$ cat config.mk
export PLATFORM = sky130hd
export DESIGN_NAME = load_based_core_hotplug_governor
export DESIGN_NICKNAME = d
export VERILOG_FILES = /design/src/hpg_pkg.sv /design/src/hpg_hist_ram.sv /design/src/hpg_decide.sv /design/src/load_based_core_hotplug_governor.sv
export SDC_FILE = /design/constraint.sdc
export NUM_CORES = 1
export LEC_CHECK = 0
export BUFFER_PORTS_ARGS = -buffer_cell sky130_fd_sc_hd__buf_2
export CORE_MARGIN = 4
export CORE_UTILIZATION = 60
export DETAILED_ROUTE_END_ITERATION = 10
export PLACE_DENSITY = 0.79
export SETUP_SLACK_MARGIN = 0.2
export SYNTH_ARGS = -nofsm -noshare
export SYNTH_HDL_FRONTEND = slang
export SYNTH_SLANG_ARGS = --single-unit
$ cat constraint.sdc
create_clock -name i_clk -period 24.9 [get_ports i_clk]
set_input_delay 1.245 -clock i_clk [delete_from_list [all_inputs] [get_ports i_clk]]
set_output_delay 1.245 -clock i_clk [all_outputs]
set_load 0.03 [all_outputs]
$ cat src/hpg_pkg.sv
// shared types and constants of the load-based core hotplug governor
`timescale 1ns / 1ps

package hpg_pkg;

    localparam int LOAD_W   = 15;
    localparam int RUN_W    = 8;
    localparam int MASK_W   = 4;
    localparam int KIND_W   = 3;
    localparam int ACTION_W = 3;
    localparam int CFG_IDX_W  = 3;
    localparam int CFG_DATA_W = 15;

    // average load is this many times the mean run count
    localparam int LOAD_SCALE = 100;
    localparam logic [LOAD_W-1:0] LOAD_MAX = 15'd25500;

    // input kinds
    localparam logic [KIND_W-1:0] KIND_SAMPLE  = 3'd0;
    localparam logic [KIND_W-1:0] KIND_UNPAUSE = 3'd1;
    localparam logic [KIND_W-1:0] KIND_DISABLE = 3'd2;
    localparam logic [KIND_W-1:0] KIND_BOOST   = 3'd3;
    localparam logic [KIND_W-1:0] KIND_SUSPEND = 3'd4;
    localparam logic [KIND_W-1:0] KIND_RESUME  = 3'd5;
    localparam logic [KIND_W-1:0] KIND_OFF_DONE = 3'd6;

    // actions
    localparam logic [ACTION_W-1:0] ACT_NONE        = 3'd0;
    localparam logic [ACTION_W-1:0] ACT_ONLINE_ALL  = 3'd1;
    localparam logic [ACTION_W-1:0] ACT_ONLINE_ONE  = 3'd2;
    localparam logic [ACTION_W-1:0] ACT_OFFLINE_ONE = 3'd3;
    localparam logic [ACTION_W-1:0] ACT_OFFLINE_ALL = 3'd4;

    // configuration register indexes
    localparam logic [CFG_IDX_W-1:0] CFG_ENABLE = 3'd0;
    localparam logic [CFG_IDX_W-1:0] CFG_CORE1  = 3'd1;
    localparam logic [CFG_IDX_W-1:0] CFG_CORE2  = 3'd2;
    localparam logic [CFG_IDX_W-1:0] CFG_CORE3  = 3'd3;
    localparam logic [CFG_IDX_W-1:0] CFG_ALL_ON = 3'd4;

    // register reset values
    localparam logic [LOAD_W-1:0] RST_CORE1_THR  = 15'd290;
    localparam logic [LOAD_W-1:0] RST_CORE2_THR  = 15'd340;
    localparam logic [LOAD_W-1:0] RST_CORE3_THR  = 15'd390;
    localparam logic [LOAD_W-1:0] RST_ALL_ON_THR = 15'd440;

    typedef struct packed {
        logic paused;
        logic disabled;
        logic boost;
        logic suspend;
        logic offline_pending;
    } t_flags;

    localparam t_flags FLAGS_RESET = '{
        paused: 1'b1, disabled: 1'b0, boost: 1'b0, suspend: 1'b0, offline_pending: 1'b0
    };

    typedef struct packed {
        logic                    enabled;
        logic [3:1][LOAD_W-1:0]  core_on;
        logic [LOAD_W-1:0]       all_on;
    } t_config;

    typedef struct packed {
        logic [KIND_W-1:0] kind;
        logic [MASK_W-1:0] online;
        logic              flag_value;
    } t_event;

    typedef struct packed {
        logic [ACTION_W-1:0] action;
        logic [MASK_W-1:0]   want_on;
        logic [MASK_W-1:0]   want_off;
    } t_decision;

endpackage

$ cat src/hpg_hist_ram.sv
// load history ring storage: one write port, one registered read port
`timescale 1ns / 1ps

module hpg_hist_ram #(
    parameter int DEPTH  = 15,
    parameter int ADDR_W = $clog2(DEPTH)
) (
    input  logic              i_clk,
    input  logic              i_wr_en,
    input  logic [ADDR_W-1:0] i_wr_addr,
    input  logic [7:0]        i_wr_data,
    input  logic              i_rd_en,
    input  logic [ADDR_W-1:0] i_rd_addr,
    output logic [7:0]        o_rd_data
);

    logic [7:0] mem [DEPTH];
    logic [7:0] r_rd_data;

    always_ff @(posedge i_clk) begin
        if (i_wr_en) begin
            mem[i_wr_addr] <= i_wr_data;
        end
        if (i_rd_en) begin
            r_rd_data <= mem[i_rd_addr];
        end
    end

    assign o_rd_data = r_rd_data;

endmodule

$ cat src/hpg_decide.sv
// decision logic: per-core masks, action priority chain and flag updates
`timescale 1ns / 1ps

module hpg_decide #(
    parameter int NUM_CORES = 4
) (
    input  hpg_pkg::t_config             i_cfg,
    input  hpg_pkg::t_event              i_event,
    input  logic [hpg_pkg::LOAD_W-1:0]   i_avg,
    input  hpg_pkg::t_flags              i_flags,
    output hpg_pkg::t_decision           o_dec,
    output hpg_pkg::t_flags              o_flags
);
    import hpg_pkg::*;

    localparam int CNT_W = $clog2(NUM_CORES + 1);

    logic [CNT_W-1:0]  n_online;
    logic [MASK_W-1:0] on_mask;
    logic [MASK_W-1:0] off_mask;
    logic              all_on_hit;

    always_comb begin
        n_online = '0;
        for (int c = 0; c < NUM_CORES; c++) begin
            n_online = n_online + CNT_W'(i_event.online[c]);
        end
    end

    always_comb begin
        on_mask  = '0;
        off_mask = '0;
        for (int c = 1; c < NUM_CORES; c++) begin
            if (i_avg >= i_cfg.core_on[c] && !i_event.online[c]) begin
                on_mask[c] = 1'b1;
            end
            if (i_avg < i_cfg.core_on[c] && i_event.online[c]) begin
                off_mask[c] = 1'b1;
            end
        end
    end

    assign all_on_hit = (i_avg >= i_cfg.all_on) && (n_online < CNT_W'(NUM_CORES));

    always_comb begin
        o_dec   = '{action: ACT_NONE, want_on: '0, want_off: '0};
        o_flags = i_flags;
        if (i_cfg.enabled) begin
            case (i_event.kind)
                KIND_SAMPLE: begin
                    if (!i_flags.disabled && !i_flags.suspend) begin
                        o_dec.want_on  = on_mask;
                        o_dec.want_off = off_mask;
                        if (all_on_hit) begin
                            o_flags.paused          = 1'b1;
                            o_flags.offline_pending = 1'b0;
                            o_dec.action            = ACT_ONLINE_ALL;
                        end else if (i_flags.paused) begin
                            o_dec.action = ACT_NONE;
                        end else if (on_mask != '0) begin
                            o_flags.offline_pending = 1'b0;
                            o_dec.action            = ACT_ONLINE_ONE;
                        end else if (off_mask != '0) begin
                            if (!i_flags.offline_pending) begin
                                o_flags.offline_pending = 1'b1;
                                o_dec.action            = ACT_OFFLINE_ONE;
                            end
                            o_flags.boost = 1'b0;
                        end
                    end
                end
                KIND_UNPAUSE: begin
                    o_flags.paused = 1'b0;
                end
                KIND_DISABLE: begin
                    if (i_flags.disabled && !i_event.flag_value) begin
                        o_flags.disabled = 1'b0;
                        o_flags.paused   = 1'b0;
                    end else if (i_event.flag_value && !i_flags.disabled) begin
                        o_flags.disabled        = 1'b1;
                        o_flags.offline_pending = 1'b0;
                    end
                end
                KIND_BOOST: begin
                    if (!i_flags.suspend && !i_flags.disabled && !i_flags.boost) begin
                        o_flags.boost = 1'b1;
                        if (n_online < CNT_W'(2)) begin
                            o_flags.offline_pending = 1'b0;
                            o_flags.paused          = 1'b1;
                            o_dec.action            = ACT_ONLINE_ONE;
                        end else if (i_flags.offline_pending) begin
                            o_flags.offline_pending = 1'b0;
                            o_flags.paused          = 1'b1;
                        end
                    end
                end
                KIND_SUSPEND: begin
                    o_flags.suspend         = 1'b1;
                    o_flags.offline_pending = 1'b0;
                    if (n_online > CNT_W'(1)) begin
                        o_dec.action = ACT_OFFLINE_ALL;
                    end
                end
                KIND_RESUME: begin
                    o_flags.suspend = 1'b0;
                end
                KIND_OFF_DONE: begin
                    o_flags.offline_pending = 1'b0;
                end
                default: begin
                    o_flags = i_flags;
                end
            endcase
        end
    end

endmodule

$ cat src/load_based_core_hotplug_governor.sv
// top level of the load-based core hotplug governor
//
//  channel   direction  handshake                 payload
//  in        sink       i_in_valid / o_in_stall   i_kind, i_run_count, i_online_mask,
//                                                 i_flag_value
//  out       source     o_out_valid / i_out_stall o_action, o_want_on_mask,
//                                                 o_want_off_mask, o_average_load
//  cfg       sink       i_cfg_wr_en               i_cfg_index, i_cfg_data
//
// one beat per cycle while the output is not stalled; a result passes the history ram read
// stage and then the update and decision stage into the output register.
// the history ring advances only on samples, so the next read address is known at accept.
// reset is synchronous; history entries read as zero until the write pointer first wraps,
// so there is no clearing pass and beats are taken right after reset.
// an output stall holds the result register; one more beat can still enter the read stage.
`timescale 1ns / 1ps

module load_based_core_hotplug_governor #(
    parameter int NUM_CORES  = 4,
    parameter int HIST_DEPTH = 15
) (
    input  logic                          i_clk,
    input  logic                          i_rst_n,
    input  logic                          i_in_valid,
    output logic                          o_in_stall,
    input  logic [hpg_pkg::KIND_W-1:0]    i_kind,
    input  logic [hpg_pkg::RUN_W-1:0]     i_run_count,
    input  logic [hpg_pkg::MASK_W-1:0]    i_online_mask,
    input  logic                          i_flag_value,
    output logic                          o_out_valid,
    input  logic                          i_out_stall,
    output logic [hpg_pkg::ACTION_W-1:0]  o_action,
    output logic [hpg_pkg::MASK_W-1:0]    o_want_on_mask,
    output logic [hpg_pkg::MASK_W-1:0]    o_want_off_mask,
    output logic [hpg_pkg::LOAD_W-1:0]    o_average_load,
    input  logic                          i_cfg_wr_en,
    input  logic [hpg_pkg::CFG_IDX_W-1:0] i_cfg_index,
    input  logic [hpg_pkg::CFG_DATA_W-1:0] i_cfg_data
);
    import hpg_pkg::*;

    localparam int WP_W    = $clog2(HIST_DEPTH);
    localparam int SUM_W   = $clog2(255 * HIST_DEPTH + 1);
    localparam logic [SUM_W-1:0] SUM_MAX = SUM_W'(255 * HIST_DEPTH);
    // average = (sum * 100) / depth as one multiply by a rounded-up reciprocal
    localparam int SHIFT   = SUM_W + $clog2(HIST_DEPTH);
    localparam longint unsigned MULT =
        ((longint'(LOAD_SCALE) << SHIFT) + HIST_DEPTH - 1) / HIST_DEPTH;
    localparam int PROD_W  = SHIFT + LOAD_W;

    // configuration
    t_config r_cfg;

    // read stage
    logic   r_s1_valid;
    t_event r_s1_event;
    logic [RUN_W-1:0] r_s1_run;

    // governor state
    logic [WP_W-1:0]  r_wp;
    logic [WP_W-1:0]  wp_inc;
    logic [WP_W-1:0]  n_wp;
    logic             r_wrapped;
    logic [SUM_W-1:0] r_sum;
    logic [SUM_W-1:0] n_sum;
    t_flags           r_flags;
    t_flags           n_flags;

    // output register
    logic                r_out_valid;
    t_decision           r_out_dec;
    logic [LOAD_W-1:0]   r_out_avg;

    logic              advance;
    logic              fire;
    logic              accept;
    logic              hist_upd;
    logic [7:0]        rd_data;
    logic [7:0]        hist_old;
    logic [PROD_W-1:0] prod;
    logic [LOAD_W-1:0] avg_calc;
    t_decision         dec;

    assign advance    = !r_out_valid || !i_out_stall;
    assign fire       = r_s1_valid && advance;
    assign o_in_stall = r_s1_valid && !advance;
    assign accept     = i_in_valid && !o_in_stall;

    // history moves only on samples while the governor is enabled
    assign hist_upd = fire && r_cfg.enabled && (r_s1_event.kind == KIND_SAMPLE);
    assign wp_inc   = (r_wp == WP_W'(HIST_DEPTH - 1)) ? '0 : r_wp + 1'b1;
    assign n_wp     = hist_upd ? wp_inc : r_wp;

    // entries not yet written since reset count as zero
    assign hist_old = r_wrapped ? rd_data : 8'd0;

    assign n_sum = hist_upd ? SUM_W'(r_sum - SUM_W'(hist_old) + SUM_W'(r_s1_run)) : r_sum;
    assign prod     = PROD_W'(n_sum) * PROD_W'(MULT);
    assign avg_calc = prod[PROD_W-1:SHIFT];

    hpg_hist_ram #(
        .DEPTH (HIST_DEPTH)
    ) u_hist_ram (
        .i_clk     (i_clk),
        .i_wr_en   (hist_upd),
        .i_wr_addr (r_wp),
        .i_wr_data (r_s1_run),
        .i_rd_en   (accept),
        .i_rd_addr (n_wp),
        .o_rd_data (rd_data)
    );

    hpg_decide #(
        .NUM_CORES (NUM_CORES)
    ) u_decide (
        .i_cfg   (r_cfg),
        .i_event (r_s1_event),
        .i_avg   (avg_calc),
        .i_flags (r_flags),
        .o_dec   (dec),
        .o_flags (n_flags)
    );

    always_ff @(posedge i_clk) begin
        if (!i_rst_n) begin
            r_cfg.enabled    <= 1'b1;
            r_cfg.core_on[1] <= RST_CORE1_THR;
            r_cfg.core_on[2] <= RST_CORE2_THR;
            r_cfg.core_on[3] <= RST_CORE3_THR;
            r_cfg.all_on     <= RST_ALL_ON_THR;
        end else if (i_cfg_wr_en) begin
            case (i_cfg_index)
                CFG_ENABLE: r_cfg.enabled    <= i_cfg_data[0];
                CFG_CORE1:  r_cfg.core_on[1] <= i_cfg_data[LOAD_W-1:0];
                CFG_CORE2:  r_cfg.core_on[2] <= i_cfg_data[LOAD_W-1:0];
                CFG_CORE3:  r_cfg.core_on[3] <= i_cfg_data[LOAD_W-1:0];
                CFG_ALL_ON: r_cfg.all_on     <= i_cfg_data[LOAD_W-1:0];
                default: begin
                end
            endcase
        end
    end

    always_ff @(posedge i_clk) begin
        if (!i_rst_n) begin
            r_s1_valid <= 1'b0;
        end else if (accept) begin
            r_s1_valid <= 1'b1;
        end else if (fire) begin
            r_s1_valid <= 1'b0;
        end
    end

    always_ff @(posedge i_clk) begin
        if (accept) begin
            r_s1_event.kind       <= i_kind;
            r_s1_event.online     <= i_online_mask;
            r_s1_event.flag_value <= i_flag_value;
            r_s1_run              <= i_run_count;
        end
    end

    always_ff @(posedge i_clk) begin
        if (!i_rst_n) begin
            r_wp      <= '0;
            r_wrapped <= 1'b0;
            r_sum     <= '0;
            r_flags   <= FLAGS_RESET;
        end else if (fire) begin
            r_wp    <= n_wp;
            r_sum   <= n_sum;
            r_flags <= n_flags;
            if (hist_upd && r_wp == WP_W'(HIST_DEPTH - 1)) begin
                r_wrapped <= 1'b1;
            end
        end
    end

    always_ff @(posedge i_clk) begin
        if (!i_rst_n) begin
            r_out_valid <= 1'b0;
        end else if (fire) begin
            r_out_valid <= 1'b1;
        end else if (!i_out_stall) begin
            r_out_valid <= 1'b0;
        end
    end

    always_ff @(posedge i_clk) begin
        if (fire) begin
            r_out_dec <= dec;
            r_out_avg <= r_cfg.enabled ? avg_calc : '0;
        end
    end

    assign o_out_valid     = r_out_valid;
    assign o_action        = r_out_dec.action;
    assign o_want_on_mask  = r_out_dec.want_on;
    assign o_want_off_mask = r_out_dec.want_off;
    assign o_average_load  = r_out_avg;

`ifndef SYNTHESIS
    a_stall_needs_item: assert property (@(posedge i_clk) disable iff (!i_rst_n)
        o_in_stall |-> (r_s1_valid && r_out_valid))
        else $error("input stalled with read stage empty");

    a_wp_in_range: assert property (@(posedge i_clk) disable iff (!i_rst_n)
        r_wp <= WP_W'(HIST_DEPTH - 1))
        else $error("history write pointer out of range");

    a_sum_bound: assert property (@(posedge i_clk) disable iff (!i_rst_n)
        r_sum <= SUM_MAX)
        else $error("history sum above window maximum");

    a_avg_bound: assert property (@(posedge i_clk) disable iff (!i_rst_n)
        o_out_valid |-> (o_average_load <= LOAD_MAX))
        else $error("average load above limit");
`endif

endmodule

==> impl_results.html, run 1 <==
<table>
<tr><th>Metric</th><th>Value</th></tr>
<tr><th colspan="2">Min path</th></tr>
<tr><td>Hold crit path type</td><td>reg -&gt; reg</td></tr>
<tr><td>End point of the worst hold path</td><td>r_cfg[39]</td></tr>
<tr><td>Launch point of the worst hold path</td><td>r_cfg[39]</td></tr>
<tr><td>Hold Path Cell Cnt</td><td>2</td></tr>
<tr><th colspan="2">Drt</th></tr>
<tr><td>Number of antenna-violating nets in the routed design</td><td>0</td></tr>
<tr><td>Number of remaining DRC errors</td><td>0</td></tr>
<tr><td>Vias per Instance</td><td>5.75</td></tr>
<tr><td>Vias after detailed routing</td><td>10.8k</td></tr>
<tr><td>Routed Wire Length</td><td>34.2 mm</td></tr>
<tr><td>Number of violations reported at the end of detailed-routing iteration 0</td><td>930</td></tr>
<tr><td>WL/cell</td><td>18.3 um</td></tr>
<tr><td>Initial DRT Pass Iterations</td><td>5</td></tr>
<tr><th colspan="2">Finish</th></tr>
<tr><td>Most common cell after layout, fill and taps aside</td><td>inv_1</td></tr>
<tr><td>Area growth from synthesis to layout</td><td>9.33%</td></tr>
<tr><td>Fillers</td><td>1866</td></tr>
<tr><td>Leading cell types in the layout, fill and taps excluded</td><td>203 x inv_1, 168 x edfxtp_1, 167 x nand2_1, 161 x ha_1, 95 x a21oi_1</td></tr>
<tr><td>Final core utilization</td><td>0.670</td></tr>
<tr><td>Design Area, Final</td><td>16900 um2</td></tr>
<tr><td>Final Net Count</td><td>1784</td></tr>
<tr><td>Antenna Cells</td><td>0</td></tr>
<tr><td>Final cell count without fillers</td><td>1872</td></tr>
<tr><td>Layout cells sized above 1</td><td>0.0953</td></tr>
<tr><th colspan="2">Synth</th></tr>
<tr><td>Share of the synthesized area in compound gates (AO/OA/AOI/OAI)</td><td>0.117</td></tr>
<tr><td>Fraction of synthesis flops using an asynchronous set or reset pin</td><td>0</td></tr>
<tr><td>Xor/xnor cell area share of the yosys netlist</td><td>0.0158</td></tr>
<tr><td>Adder-cell share of the synthesized area</td><td>0.210</td></tr>
<tr><td>Synthesized flop and latch total</td><td>253</td></tr>
<tr><td>Multiplexer share of the synthesized area</td><td>0.0347</td></tr>
<tr><td>Fraction of the yosys area taken by sequential cells</td><td>0.436</td></tr>
<tr><td>Synthesis Warnings</td><td>0</td></tr>
<tr><td>Gate count of the mapped netlist</td><td>1464</td></tr>
<tr><td>Main synth FF type</td><td>edfxtp_1</td></tr>
<tr><td>Main combinational cell family by area after synthesis</td><td>adder cells</td></tr>
<tr><td>Count of distinct cell types in the synthesized netlist</td><td>83</td></tr>
<tr><td>Simple-gate portion of the synthesized area</td><td>0.119</td></tr>
<tr><td>Post-synth design cell area</td><td>15500 um2</td></tr>
<tr><td>Number of enable-type register cells in the synthesized netlist</td><td>168</td></tr>
<tr><td>Synth Area per Inst</td><td>10.6 um2</td></tr>
<tr><th colspan="2">Worst setup path</th></tr>
<tr><td>Count of cells along the worst register-to-register path</td><td>36</td></tr>
<tr><td>Largest fanout on the critical path</td><td>16</td></tr>
<tr><td>CP Class</td><td>reg -&gt; reg</td></tr>
<tr><td>Endpoint of the worst-slack reg-to-reg timing path</td><td>o_action[0]</td></tr>
<tr><td>Cell with the biggest individual delay on the critical path</td><td>edfxtp_1</td></tr>
<tr><td>Largest stage delay on the critical path</td><td>0.69 ns</td></tr>
<tr><td>Worst EP required</td><td>25.28 ns</td></tr>
<tr><td>Critical Path Start Type</td><td>flop</td></tr>
<tr><td>Nature of the critical path endpoint</td><td>flop</td></tr>
<tr><td>Worst path arrival time</td><td>11.35 ns</td></tr>
<tr><td>Reg-to-Reg Start</td><td>r_s1_run[1]</td></tr>
<tr><td>Worst-case register-to-register setup slack</td><td>13.93 ns</td></tr>
<tr><th colspan="2">Die</th></tr>
<tr><td>Initial core utilization</td><td>0.613</td></tr>
<tr><td>Top-level I/O count</td><td>67</td></tr>
<tr><td>Floorplan die width</td><td>169 um</td></tr>
<tr><td>Die Height</td><td>169 um</td></tr>
<tr><td>Std-Cell Core Area</td><td>25300 um2</td></tr>
<tr><td>DIE AREA</td><td>28400 um2</td></tr>
<tr><td>Row count</td><td>58</td></tr>
<tr><th colspan="2">Clock tree</th></tr>
<tr><td>Quantity of gates resized following cts</td><td>0</td></tr>
<tr><td>Latest clock arrival within the worst-skew pair</td><td>0.54 ns</td></tr>
<tr><td>Num CTS Buffers</td><td>26</td></tr>
<tr><td>Maximum clock insertion buffer count</td><td>3</td></tr>
<tr><td>Count of buffers added by post-CTS timing repair for setup</td><td>0</td></tr>
<tr><td>Hold buffer count at cts</td><td>0</td></tr>
<tr><td>Clock tree from TritonCTS</td><td>built</td></tr>
<tr><td>H-tree depth reported by CTS</td><td>1</td></tr>
<tr><td>Number of sinks handled by clock tree synthesis</td><td>253</td></tr>
<tr><td>Clock edge transition at the registers on the reported setup and hold paths</td><td>0.06 ns</td></tr>
<tr><td>Root buffer selected by CTS</td><td>clkbuf_16</td></tr>
<tr><th colspan="2">STA</th></tr>
<tr><td>Setup repair after global routing missed its margin</td><td>no</td></tr>
<tr><td>Post-layout minimum cycle time</td><td>10.97 ns</td></tr>
<tr><td>FMAX</td><td>91.2 MHz</td></tr>
<tr><td>Number of hold violations in the final report</td><td>0</td></tr>
<tr><td>Worst slew margin relative to its limit</td><td>0.365</td></tr>
<tr><td>Final TNS setup</td><td>0 ns</td></tr>
<tr><td>Max Slew Vio Count</td><td>0</td></tr>
<tr><td>Clk_skew</td><td>0.0279 ns</td></tr>
<tr><td>Measured slew at the worst slew-check pin</td><td>0.949 ns</td></tr>
<tr><td>Finish-stage setup viols</td><td>0</td></tr>
<tr><td>Fin crit share</td><td>0.441</td></tr>
<tr><th colspan="2">Flow run</th></tr>
<tr><td>Number of max-capacitance violations reported</td><td>0</td></tr>
<tr><th colspan="2">Power</th></tr>
<tr><td>PD cells</td><td>58.7 nW/um2</td></tr>
<tr><td>VDD IR-drop max</td><td>0.0622 mV</td></tr>
<tr><td>Reported leakage power</td><td>7.22 nW</td></tr>
<tr><th colspan="2">Place</th></tr>
<tr><td>Placed cell count</td><td>1824</td></tr>
<tr><td>Dpl cell area</td><td>16100 um2</td></tr>
<tr><td>Placer congestion estimate</td><td>0.935</td></tr>
<tr><td>Count of input and output buffers</td><td>64</td></tr>
<tr><td>HPWL Detailed</td><td>25.0 mm</td></tr>
<tr><th colspan="2">GRT</th></tr>
<tr><td>Number of antenna violations at the first check in global routing</td><td>0</td></tr>
<tr><td>Overflow after GRT</td><td>0</td></tr>
<tr><td>Wire length of the first global-routing pass</td><td>55.2 mm</td></tr>
<tr><td>Total GRT Usage</td><td>0.240</td></tr>
<tr><td>Vias in the first global route</td><td>10.5k</td></tr>
<tr><td>Pin count of the biggest net entering global routing</td><td>52</td></tr>
<tr><th colspan="2">Run status</th></tr>
<tr><td>Result of the run</td><td>complete, no violations</td></tr>
</table>
-- worst max-delay path, delay by kind of cell (launching register included) --
kind / cells / cell delay, ns
XOR/XNOR: 3 / 0.78
AO/OA/AOI/OAI: 12 / 3.27
buffers and inverters: 5 / 0.51
AND/OR/NAND/NOR: 7 / 1.84
flip-flops: 1 / 0.69
adder cells (fa/ha/maj): 9 / 3.72
-- how the worst max path moves through the flow --
stage | startpoint | end | slack, ns | depth (start not counted)
final | r_s1_run[1] | o_action[0] | 13.93 | 36
after floorplan | i_out_stall | o_action[1] | 15.37 | 31
after CTS | r_s1_run[1] | o_action[1] | 14.05 | 36
after global placement | r_s1_run[1] | o_action[1] | 14.53 | 36
after detailed placement | r_s1_run[1] | o_action[1] | 14.14 | 36
after global routing | r_s1_run[1] | o_action[1] | 13.22 | 36
-- state kept, by name, indices dropped and copies added, names as in the netlist --
signal                count
r_wrapped                 1
r_flags                   5
o_want_off_mask           3
u_hist_ram.mem          120
u_hist_ram.o_rd_data      8
o_average_load           15
o_action                  3
o_out_valid               1
r_s1_run                  8
r_s1_valid                1
r_s1_event                8
o_want_on_mask            3
r_wp                      4
r_cfg                    61
r_sum                    12
-- power breakdown --
group	leakage (nW)	internal, W	switching (W)	total, W
clock network	0.415	0.000229	0.000160	0.000389
logic	4.57	0.0000534	0.0000871	0.000141
registers	2.23	0.000457	0.00000772	0.000465
total	7.22	0.000739	0.000255	0.000994
-- kinds of logic (layout without fill, tap and decap cells) --
logic type | count (synthesis) | in the layout
and+or+nand+nor | 388 | 388
AOI/OAI and AO/OA | 268 | 268
DFF | 253 | 253
buffers and inverters | 252 | 329
adders and majority gates | 223 | 223
muxes | 51 | 51
xor gates and xnor gates | 28 | 28
other | 1 | 2
-- layout make-up --
| class | count | area [um2] | area share |
|---|---|---|---|
| well taps | 330 | 413 | 0.0244 |
| multi-input cells | 960 | 7720 | 0.456 |
| clock inverters | 14 | 140 | 0.00828 |
| inverters | 204 | 766 | 0.0452 |
| repair buffers | 77 | 418 | 0.0247 |
| flip-flops and latches | 253 | 6750 | 0.398 |
| clock buffers | 34 | 732 | 0.0432 |
-- through the flow --
step | setup WS, ns | hold WS, ns | power [W]
after floorplan | 15.37 | 0.436 | 0.000571
after global placement | 14.53 | 0.442 | 0.000606
after detailed placement | 14.14 | 0.449 | 0.000612
after CTS | 14.05 | 0.455 | 0.000997
after global routing | 13.22 | 0.476 | 0.00104
final | 13.93 | 0.455 | 0.000994
-- layer usage --
layer  global-route usage  up-vias  wire length, um
li1                     -     5193                -
met1                0.354     5127            15200
met2                0.379      399            15700
met3               0.0448       45             2800
met4               0.0448        0              598
met5                    0        -                0
-- synth_stat cells, types with 5 or more instances --
cell type | n | area [um2]
a31oi_1 | 5 | 31.3
a21oi_1 | 95 | 475
nor2_1 | 78 | 293
inv_1 | 204 | 766
nand4_1 | 10 | 62.6
nor2b_1 | 12 | 75.1
o211ai_1 | 20 | 150
edfxtp_1 | 168 | 5040
nor3_1 | 16 | 80.1
and3_1 | 18 | 113
nand2_1 | 167 | 627
mux2_2 | 7 | 78.8
o21ai_1 | 6 | 30.0
buf_6 | 6 | 67.6
nand3_1 | 12 | 60.1
xor2_1 | 10 | 87.6
a2111oi_1 | 7 | 70.1
o21ai_0 | 36 | 180
fa_1 | 62 | 1240
nand2b_1 | 7 | 43.8
ha_1 | 161 | 2010
o21a_1 | 8 | 60.1
and2_1 | 36 | 225
dfxtp_1 | 85 | 1700
a211oi_1 | 18 | 135
xnor2_1 | 18 | 158
mux2i_1 | 33 | 330
buf_4 | 6 | 45.0
a21o_1 | 16 | 120
and4_1 | 5 | 43.8
o2bb2ai_1 | 8 | 70.1
clkbuf_1 | 30 | 113
mux2_1 | 10 | 113
Power figures use the tool's default switching activity.
==> run 2, diff against run 1 <==
==> constraint.sdc (replaced) <==
create_clock -name i_clk -period 10.8 [get_ports i_clk]
set_input_delay 0.54 -clock i_clk [delete_from_list [all_inputs] [get_ports i_clk]]
set_output_delay 0.54 -clock i_clk [all_outputs]
set_load 0.03 [all_outputs]
==> run 2 against run 1 <==
Against the previous run: cell count up 0.59%; clock skew down 0.0092 ns; largest power group unchanged; total power up 130%; setup slack worse by 13 ns; non-clock buffer count up 14.
==> impl_results.html, run 2 (synthesis gave the netlist of run 1 again) <==
<table>
<tr><th>Metric</th><th>Value</th></tr>
<tr><th colspan="2">Run status</th></tr>
<tr><td>Result of the run</td><td>complete, no violations</td></tr>
<tr><th colspan="2">GRT</th></tr>
<tr><td>Wire length of the first global-routing pass</td><td>56.5 mm</td></tr>
<tr><td>Number of antenna violations at the first check in global routing</td><td>0</td></tr>
<tr><td>Total GRT Usage</td><td>0.247</td></tr>
<tr><td>Pin count of the biggest net entering global routing</td><td>51</td></tr>
<tr><td>Global route hottest layer</td><td>met2</td></tr>
<tr><td>Global routing usage on met2</td><td>0.380</td></tr>
<tr><td>Vias in the first global route</td><td>10.7k</td></tr>
<tr><td>GR Layer Usage met1</td><td>0.358</td></tr>
<tr><td>GR Layer Usage met3</td><td>0.0537</td></tr>
<tr><td>Overflow after GRT</td><td>0</td></tr>
<tr><th colspan="2">STA</th></tr>
<tr><td>Minimum hold slack</td><td>0.175 ns</td></tr>
<tr><td>Setup repair after global routing missed its margin</td><td>no</td></tr>
<tr><td>Worst slew margin relative to its limit</td><td>0.162</td></tr>
<tr><td>Fin crit share</td><td>0.939</td></tr>
<tr><td>Finish-stage setup viols</td><td>0</td></tr>
<tr><td>Measured slew at the worst slew-check pin</td><td>1.25 ns</td></tr>
<tr><td>Post-layout minimum cycle time</td><td>10.14 ns</td></tr>
<tr><td>Clk_skew</td><td>0.0187 ns</td></tr>
<tr><td>Final TNS setup</td><td>0 ns</td></tr>
<tr><td>FMAX</td><td>98.6 MHz</td></tr>
<tr><td>Number of hold violations in the final report</td><td>0</td></tr>
<tr><td>Max Slew Vio Count</td><td>0</td></tr>
<tr><th colspan="2">Die</th></tr>
<tr><td>DIE AREA</td><td>28400 um2</td></tr>
<tr><td>Top-level I/O count</td><td>67</td></tr>
<tr><td>Initial core utilization</td><td>0.613</td></tr>
<tr><td>Std-Cell Core Area</td><td>25300 um2</td></tr>
<tr><td>Die Height</td><td>169 um</td></tr>
<tr><td>Floorplan die width</td><td>169 um</td></tr>
<tr><td>Row count</td><td>58</td></tr>
<tr><th colspan="2">Min path</th></tr>
<tr><td>Hold crit path type</td><td>in -&gt; reg</td></tr>
<tr><th colspan="2">Clock tree</th></tr>
<tr><td>Latest clock arrival within the worst-skew pair</td><td>0.54 ns</td></tr>
<tr><td>Maximum clock insertion buffer count</td><td>3</td></tr>
<tr><td>Num CTS Buffers</td><td>25</td></tr>
<tr><td>H-tree depth reported by CTS</td><td>1</td></tr>
<tr><td>Clock tree from TritonCTS</td><td>built</td></tr>
<tr><td>Number of sinks handled by clock tree synthesis</td><td>253</td></tr>
<tr><td>Hold buffer count at cts</td><td>0</td></tr>
<tr><td>Root buffer selected by CTS</td><td>clkbuf_16</td></tr>
<tr><td>Clock edge transition at the registers on the reported setup and hold paths</td><td>0.06 ns</td></tr>
<tr><th colspan="2">Worst setup path</th></tr>
<tr><td>CP Class</td><td>reg -&gt; reg</td></tr>
<tr><td>Largest fanout on the critical path</td><td>10</td></tr>
<tr><td>Nature of the critical path endpoint</td><td>flop</td></tr>
<tr><td>Cell repeated most along the worst path</td><td>ha_1</td></tr>
<tr><td>Critical Path Start Type</td><td>flop</td></tr>
<tr><td>Largest stage delay on the critical path</td><td>0.61 ns</td></tr>
<tr><td>Worst EP required</td><td>11.10 ns</td></tr>
<tr><td>Worst path arrival time</td><td>10.44 ns</td></tr>
<tr><td>Cell with the biggest individual delay on the critical path</td><td>fa_1</td></tr>
<tr><th colspan="2">Drt</th></tr>
<tr><td>Vias per Instance</td><td>5.80</td></tr>
<tr><td>Number of antenna-violating nets in the routed design</td><td>0</td></tr>
<tr><td>Number of remaining DRC errors</td><td>0</td></tr>
<tr><td>Vias after detailed routing</td><td>10.9k</td></tr>
<tr><td>Initial DRT Pass Iterations</td><td>5</td></tr>
<tr><td>WL/cell</td><td>18.8 um</td></tr>
<tr><td>Number of violations reported at the end of detailed-routing iteration 0</td><td>854</td></tr>
<tr><td>Routed Wire Length</td><td>35.4 mm</td></tr>
<tr><th colspan="2">Finish</th></tr>
<tr><td>Final core utilization</td><td>0.675</td></tr>
<tr><td>Antenna Cells</td><td>0</td></tr>
<tr><td>Layout cells sized above 1</td><td>0.108</td></tr>
<tr><td>Leading cell types in the layout, fill and taps excluded</td><td>203 x inv_1, 168 x edfxtp_1, 167 x nand2_1, 161 x ha_1, 94 x a21oi_1</td></tr>
<tr><td>Area growth from synthesis to layout</td><td>10.1%</td></tr>
<tr><td>Most common cell after layout, fill and taps aside</td><td>inv_1</td></tr>
<tr><td>Largest register by flop count</td><td>u_hist_ram.mem</td></tr>
<tr><td>Largest registers</td><td>u_hist_ram.mem: 120 flops, r_cfg: 61 flops, o_average_load: 15 flops</td></tr>
<tr><td>Final Net Count</td><td>1797</td></tr>
<tr><td>Max reg flops</td><td>120</td></tr>
<tr><th colspan="2">Place</th></tr>
<tr><td>Count of input and output buffers</td><td>64</td></tr>
<tr><td>Placer congestion estimate</td><td>0.924</td></tr>
<tr><td>HPWL Detailed</td><td>25.6 mm</td></tr>
<tr><th colspan="2">Power</th></tr>
<tr><td>VDD IR-drop max</td><td>0.148 mV</td></tr>
<tr><td>Reported leakage power</td><td>7.32 nW</td></tr>
<tr><td>PD cells</td><td>134 nW/um2</td></tr>
<tr><td>Total Power Consumption</td><td>0.00228 W</td></tr>
<tr><th colspan="2">Flow run</th></tr>
<tr><td>Number of max-capacitance violations reported</td><td>0</td></tr>
</table>
==> run 2: worst paths after layout <==
check                      start          end  slack, ns  cells past startpoint
setup / recovery     r_s1_run[4]  o_action[1]       0.66                     36
hold / removal    i_run_count[5]  r_s1_run[5]       0.17                      1
setup reg to reg     r_s1_run[4]  o_action[1]       0.66                     36
hold reg to reg        r_cfg[50]    r_cfg[50]       0.46                      2
==> run 2: per-layer routing <==
layer / routed length [um] / share of wire
met5: 0 / 0
met4: 882 / 0.025
met3: 3100 / 0.088
met2: 16000 / 0.45
met1: 15500 / 0.44
==> run 2: per-stage QoR <==
| step | worst slack [ns] | cell area (um2) | std cells |
|---|---|---|---|
| after floorplan | 1.52 | 15500 | 1465 |
| after global placement | 0.669 | 16100 | 1832 |
| after detailed placement | 0.253 | 16100 | 1832 |
| after CTS | 0.359 | 16900 | 1877 |
| after global routing | 0.134 | 17000 | 1883 |
| final | 0.657 | 17000 | 1883 |
==> run 2: worst max-delay path: cells and delay by family (launching register included) <==
family	cells	cell delay, ns
XOR/XNOR	3	0.69
flip-flops	1	0.56
adder cells (fa/ha/maj)	9	3.68
AND/OR/NAND/NOR	5	1.44
multiplexers	1	0.19
buffers and inverters	5	0.52
AO/OA/AOI/OAI	13	2.78
==> run 2: timing repair <==
| action | 4_1_cts | 5_1_grt |
|---|---|---|
| setup endpoints to repair | 1 | 7 |
| setup buffers | 0 | 6 |
| pin swaps | 0 | 1 |
| endpoints found under the hold margin | 0 | 0 |
| gates cloned | 0 | 0 |
| resized for setup | 1 | 10 |
==> run 2: report_power, final <==
| part | total [W] | leakage [nW] | switching [W] | internal (W) |
|---|---|---|---|---|
| registers | 0.00107 | 2.23 | 0.0000128 | 0.00105 |
| clock network | 0.000870 | 0.399 | 0.000369 | 0.000501 |
| logic | 0.000341 | 4.69 | 0.000211 | 0.000130 |
==> run 2: layout make-up <==
type | count | area [um2]
Sequential cell | 253 | 6750
Inverter | 204 | 766
Clock buffer | 30 | 644
Tap cell | 330 | 413
Multi-Input combinational cell | 960 | 7780
Clock inverter | 15 | 171
Timing Repair Buffer | 91 | 523
Fill cell | 1926 | 8210
